### src/design/byte_memory_fetch_load_store_macros.svh
// Assertion macros for the byte memory with fetch and load/store ports.
// Used by the top level; expects clk_i and rst_ni in the including scope.
`ifndef BYTE_MEMORY_FETCH_LOAD_STORE_MACROS_SVH
`define BYTE_MEMORY_FETCH_LOAD_STORE_MACROS_SVH

// Consequent must hold in the same cycle as the antecedent.
`define BMFLS_ASSERT_NOW(lbl, ante, cons, msg) \
  lbl: assert property (@(posedge clk_i) disable iff (!rst_ni) (ante) |-> (cons)) \
    else $error(msg);

// Consequent must hold in the cycle after the antecedent.
`define BMFLS_ASSERT_NEXT(lbl, ante, cons, msg) \
  lbl: assert property (@(posedge clk_i) disable iff (!rst_ni) (ante) |=> (cons)) \
    else $error(msg);

`endif

### src/design/bmfls_pkg.sv
// Shared types and constants of the byte memory with fetch and load/store ports.
// No dependencies; imported by bmfls_assemble and the top level.
`default_nettype none

package bmfls_pkg;

  // Item kinds carried on the input tuser.
  localparam logic [1:0] KIND_SET_PTR = 2'd0;
  localparam logic [1:0] KIND_BYTE    = 2'd1;
  localparam logic [1:0] KIND_CYCLE   = 2'd2;

  // Load size codes.
  localparam logic [1:0] SIZE_BYTE = 2'd0;
  localparam logic [1:0] SIZE_HALF = 2'd1;
  localparam logic [1:0] SIZE_WORD = 2'd2;

  // Fixed field widths of the stream payload.
  localparam int unsigned FIELD_ADDR_W = 20;
  localparam int unsigned WORD_W       = 32;

  // Input tdata layout, lowest field first.
  localparam int unsigned IMG_ADDR_LSB = 0;
  localparam int unsigned IMG_BYTE_LSB = 20;
  localparam int unsigned STALL_BIT    = 28;
  localparam int unsigned PC_LSB       = 29;
  localparam int unsigned REQ_VAL_BIT  = 49;
  localparam int unsigned REQ_ST_BIT   = 50;
  localparam int unsigned SIZE_LSB     = 51;
  localparam int unsigned REQ_ADDR_LSB = 53;
  localparam int unsigned SDATA_LSB    = 73;
  localparam int unsigned LANES_LSB    = 105;
  localparam int unsigned IN_TDATA_W   = 112;
  localparam int unsigned OUT_TDATA_W  = 72;

  // Control carried from the accept cycle to the cycle the read data returns.
  typedef struct packed {
    logic       fetch;       // a new instruction word is read
    logic       resp_valid;  // a request is served
    logic       resp_store;  // the served request is a store
    logic [1:0] size;        // load size code
    logic [1:0] pc_off;      // byte offset of the fetch address
    logic [1:0] addr_off;    // byte offset of the request address
  } bmfls_ctl_t;

endpackage

`default_nettype wire

### src/design/bmfls_assemble.sv
// Rotates the four bank bytes into little-endian words and masks the load size.
// Depends on bmfls_pkg.
`default_nettype none

module bmfls_assemble
  import bmfls_pkg::*;
(
  input  wire bmfls_ctl_t        ctl_i,
  input  wire logic [WORD_W-1:0] held_i,
  input  wire logic [3:0][7:0]   fetch_bytes_i,
  input  wire logic [3:0][7:0]   load_bytes_i,
  output logic      [WORD_W-1:0] instr_o,
  output logic      [WORD_W-1:0] load_data_o
);

  logic [WORD_W-1:0] fetch_word;
  logic [WORD_W-1:0] load_word;

  // Byte i of a word sits in the bank that follows the address offset by i.
  always_comb begin
    for (int i = 0; i < 4; i++) begin
      fetch_word[8*i +: 8] = fetch_bytes_i[2'(ctl_i.pc_off + 2'(i))];
      load_word[8*i +: 8]  = load_bytes_i[2'(ctl_i.addr_off + 2'(i))];
    end
  end

  assign instr_o = ctl_i.fetch ? fetch_word : held_i;

  // Only served loads return data; the upper bytes are zeroed by size.
  always_comb begin
    load_data_o = '0;
    if (ctl_i.resp_valid && !ctl_i.resp_store) begin
      unique case (ctl_i.size)
        SIZE_BYTE: load_data_o = {24'd0, load_word[7:0]};
        SIZE_HALF: load_data_o = {16'd0, load_word[15:0]};
        SIZE_WORD: load_data_o = load_word;
        default:   load_data_o = '0;
      endcase
    end
  end

endmodule

`default_nettype wire

### config.mk
export PLATFORM = sky130hd
export DESIGN_NAME = bmfls_assemble
export DESIGN_NICKNAME = d
export VERILOG_FILES = /design/src/design/byte_memory_fetch_load_store_macros.svh /design/src/design/bmfls_pkg.sv /design/src/design/bmfls_assemble.sv
export SDC_FILE = /design/constraint.sdc
export NUM_CORES = 1
export LEC_CHECK = 0
export BUFFER_PORTS_ARGS = -buffer_cell sky130_fd_sc_hd__buf_2
export CORE_MARGIN = 3
export CORE_UTILIZATION = 38
export DETAILED_ROUTE_END_ITERATION = 8
export GPL_ROUTABILITY_DRIVEN = 0
export PLACE_DENSITY = 0.87
export SLEW_MARGIN = 20
export SYNTH_ARGS = -nofsm -noshare
export SYNTH_HDL_FRONTEND = slang
export SYNTH_SLANG_ARGS = --single-unit
export TNS_END_PERCENT = 30
### constraint.sdc
create_clock -name vclk -period 2.6
set_clock_uncertainty 0.15 [all_clocks]
set_input_delay 0.78 -clock vclk [all_inputs]
set_output_delay 0.78 -clock vclk [all_outputs]
set_load 0.1 [all_outputs]
==> results_dict.tcl, run 1 <==
set metrics [dict create \
    outcome "aborted with a tool error" \
    stop_stage "4_1_cts" \
    error "[ERROR DPL-0033] detailed placement checks failed during check placement." \
    portBuffers 169 \
    synthesis.area_um2 2120 \
    ys_top_cells_by_area "mux4_2 39%, mux4_1 14%, mux2i_1 7.6%, o221ai_1 6.6%, mux2_2 5.8%" \
    syn_area_per_cell_um2 12.32 \
    ys_top_cells_by_count "37 x mux4_2, 17 x nand2b_1" \
    synth_cell_types 18 \
    dpl.hpwl_mm 7.425 \
    die_w_um 80.69 \
    fp-row-count 26 \
    synth_top_area_cell "mux4_2" \
    cts_resized 250 \
    ios 169 \
    die_y_um 80.69 \
    synth_top_area_share_pct 39.32 \
    synth_nets 277 \
    cts_hold_buffers 0 \
    syn_inst 172 \
    synth_warnings 0 \
    post-cts-setup-buffers 9 \
    seq_area_frac_synth_pct 0 \
    yosysMostFrequentCell "mux4_2" \
    start_util_pct 40.47 \
]
==> logic make-up after synthesis <==
kind of cell / count (synthesis) / share of synthesized area [%]
AO/OA/AOI/OAI: 16 / 6.611
XOR/XNOR: 1 / 0.4133
buffers and inverters: 22 / 7.379
multiplexers: 80 / 69.89
AND/OR/NAND/NOR: 53 / 15.70
==> per-stage QoR <==
stage / setup TNS (ps) / cell area [um2] / std cells / setup WS (ps) / hold slack, ps
after floorplan: -13890 / 2668 / 172 / -324.5 / 1731
after global placement: -24180 / 4111 / 442 / -460.6 / 1821
after detailed placement: -26120 / 4111 / 442 / -551.3 / 1824
==> run 2: changes to the inputs <==
CORE_UTILIZATION = 40   (was 38)
PLACE_DENSITY = default   (was 0.87)
PLACE_DENSITY_LB_ADDON = 0.15   (was default)
clock period = 3.4 ns   (was 2.6 ns; I/O delays follow)
==> results_dict.tcl, run 2 <==
set metrics [dict create \
    hold_ws_ps 2279 \
    multi_input_area_um2 2357 \
    final_common_cell "buf_2" \
    worstPathMaxFanout 8 \
    fp.dieArea_um2 6209 \
    combPwrFrac_pct 100.0 \
    p_per_area_nw_per_um2 240.8 \
    rsz0062_at_grt "yes" \
    synth_warnings 0 \
    portBuffers 169 \
    routed_wl_mm 10.60 \
    synth_top_area_cell "mux4_2" \
    critPathBufInv 3 \
    final_util_pct 91.69 \
    num_vias 2679 \
    fp-row-count 25 \
    seq_area_frac_synth_pct 0 \
    synth_cell_types 18 \
    period_needed_ps 3428 \
    path_cells "buf_12 > buf_12 > mux4_2 > mux2_4 > buf_12" \
    finalHoldViolations 0 \
    area_delta_synth_final_pct 112.5 \
    vias_per_cell 6.333 \
    finalNonFillerCells 423 \
    synthesis.area_um2 2120 \
    cp_data_arrival_time_ps 2260 \
    drtIter0Drc 137 \
    start_util_pct 43.16 \
    fin_crit_sh_pct 100.8 \
    cpPeakStageDelay_ps 530 \
    crit_type "in -> out" \
    nFillCells 182 \
    layout_common_cells "102 x buf_2, 48 x mux4_2, 45 x buf_12" \
    hold_path_startpoint "held_i[27]" \
    internal_power_w 0.0004521 \
    start_kind "input port" \
    clkPwrFrac_pct 0 \
    power_frac_seq_pct 0 \
    yosysMostFrequentCell "mux4_2" \
    dpl.hpwl_mm 6.092 \
    die_w_um 78.80 \
    gr-usage-all-layers_pct 29.99 \
    syn_inst 172 \
    antenna_cells_inserted 0 \
    layout_setup_ws_ps -28.28 \
    synth_nets 277 \
    overflow 0 \
    finalMaxSlewViolations 0 \
    tightestPinTransition_ps 476.3 \
    seq_cells 0 \
    hold_depth 3 \
    coreArea_um2 4911 \
    switchingPower_w 0.0006323 \
    drv_cap 0 \
    seq_area_um2 0 \
    setup_tns_ps -63.83 \
    ys_top_cells_by_count "37 x mux4_2, 17 x nand2b_1" \
    cts_hold_buffers 0 \
    grt_max_degree 25 \
    first_pass_iters 4 \
    ios 169 \
    grt_pass1_vias 2807 \
    crit_family "multiplexers" \
    synth_top_area_share_pct 39.32 \
    nClkBuffers 0 \
    hold_class "in -> out" \
    switching_share_pct 58.31 \
    crit_required_ps 2230 \
    clock.fmax_mhz 291.7 \
    relSlewSlack_pct 67.34 \
    antenna_found_initial 0 \
    endpoint_kind "primary output" \
    syn_area_per_cell_um2 12.32 \
    ant_nets 0 \
    layout.nets 463 \
    grt_pass1_wl_mm 14.69 \
    cp_slowest_cell "mux4_2" \
    violations "setup timing" \
    p_leak_nw 1.957 \
    ys_top_cells_by_area "mux4_2 39%, mux4_1 14%, mux2i_1 7.6%, o221ai_1 6.6%, mux2_2 5.8%" \
    drive_above_1_share_pct 89.04 \
    placed_cells 410 \
    setup_viol_count_final 5 \
    holdPathEnd "instr_o[27]" \
    place_area_um2 3792 \
    outcome "complete, but fails checks" \
    die_y_um 78.80 \
    ir_drop_uv 193.9 \
    crit_top_cell "buf_12" \
    drcViolationCount 0 \
    fin_area_um2 4503 \
    wl_per_cell_um 25.05 \
]
## run 2: cell counts after synthesis
Identical to the previous run, type by type.
## run 2: worst max-delay path by stage
stage | start | to | slack [ps] | cells after the start
final | ctl_i[2] | instr_o[26] | -30 | 5
after global routing | ctl_i[2] | instr_o[26] | -50 | 5
after CTS | ctl_i[0] | load_data_o[16] | 0.6 | 5
after detailed placement | ctl_i[3] | instr_o[10] | -190 | 5
after global placement | ctl_i[2] | instr_o[26] | -180 | 5
after floorplan | ctl_i[1] | load_data_o[17] | -250 | 5
## run 2: cell families (layout without fill, tap and decap cells)
logic type | Yosys count | count (layout) | synth area share (%)
XOR/XNOR | 1 | 1 | 0.4133
AO/OA/AOI/OAI | 16 | 16 | 6.611
buffers and inverters | 22 | 206 | 7.379
AND/OR/NAND/NOR | 53 | 53 | 15.70
multiplexers | 80 | 80 | 69.89
## run 2: final cells by class
class	instances	area share, %
multi-input cells	150	52.35
repair buffers	206	45.79
well taps	67	1.862
## run 2: power groups by stage
stage	clock, W	sequential, W	combinational, W
after floorplan	0	0	0.000670
after global routing	0	0	0.00112
final	0	0	0.00108
after global placement	0	0	0.000899
after CTS	0	0	0.00104
after detailed placement	0	0	0.000911
## run 2: repair_timing
action / in CTS / in global routing
setup buffers: 2 / 7
pin swaps: 1 / 0
gates cloned: 4 / 0
resized for setup: 145 / 35
endpoints found under the setup margin: 58 / 41
## run 2: through the flow
step / setup WS (ps) / power, W
global route: -54.91 / 0.001119
finish: -28.28 / 0.001084
detailed placement: -192.3 / 0.0009106
floorplan: -252.3 / 0.0006700
CTS: 0.6350 / 0.001036
global placement: -178.5 / 0.0008994
## run 2: routing by layer
layer	track usage, %	vias to the layer above	share of wire, %	wire length, um
li1	-	1116	-	-
met1	33.75	1341	31	3331
met2	57.72	189	56	5931
met3	5.782	33	8.8	936
met4	6.993	0	3.7	395
met5	0	-	0	0
Note: power is estimated with default switching activity, not from simulation.
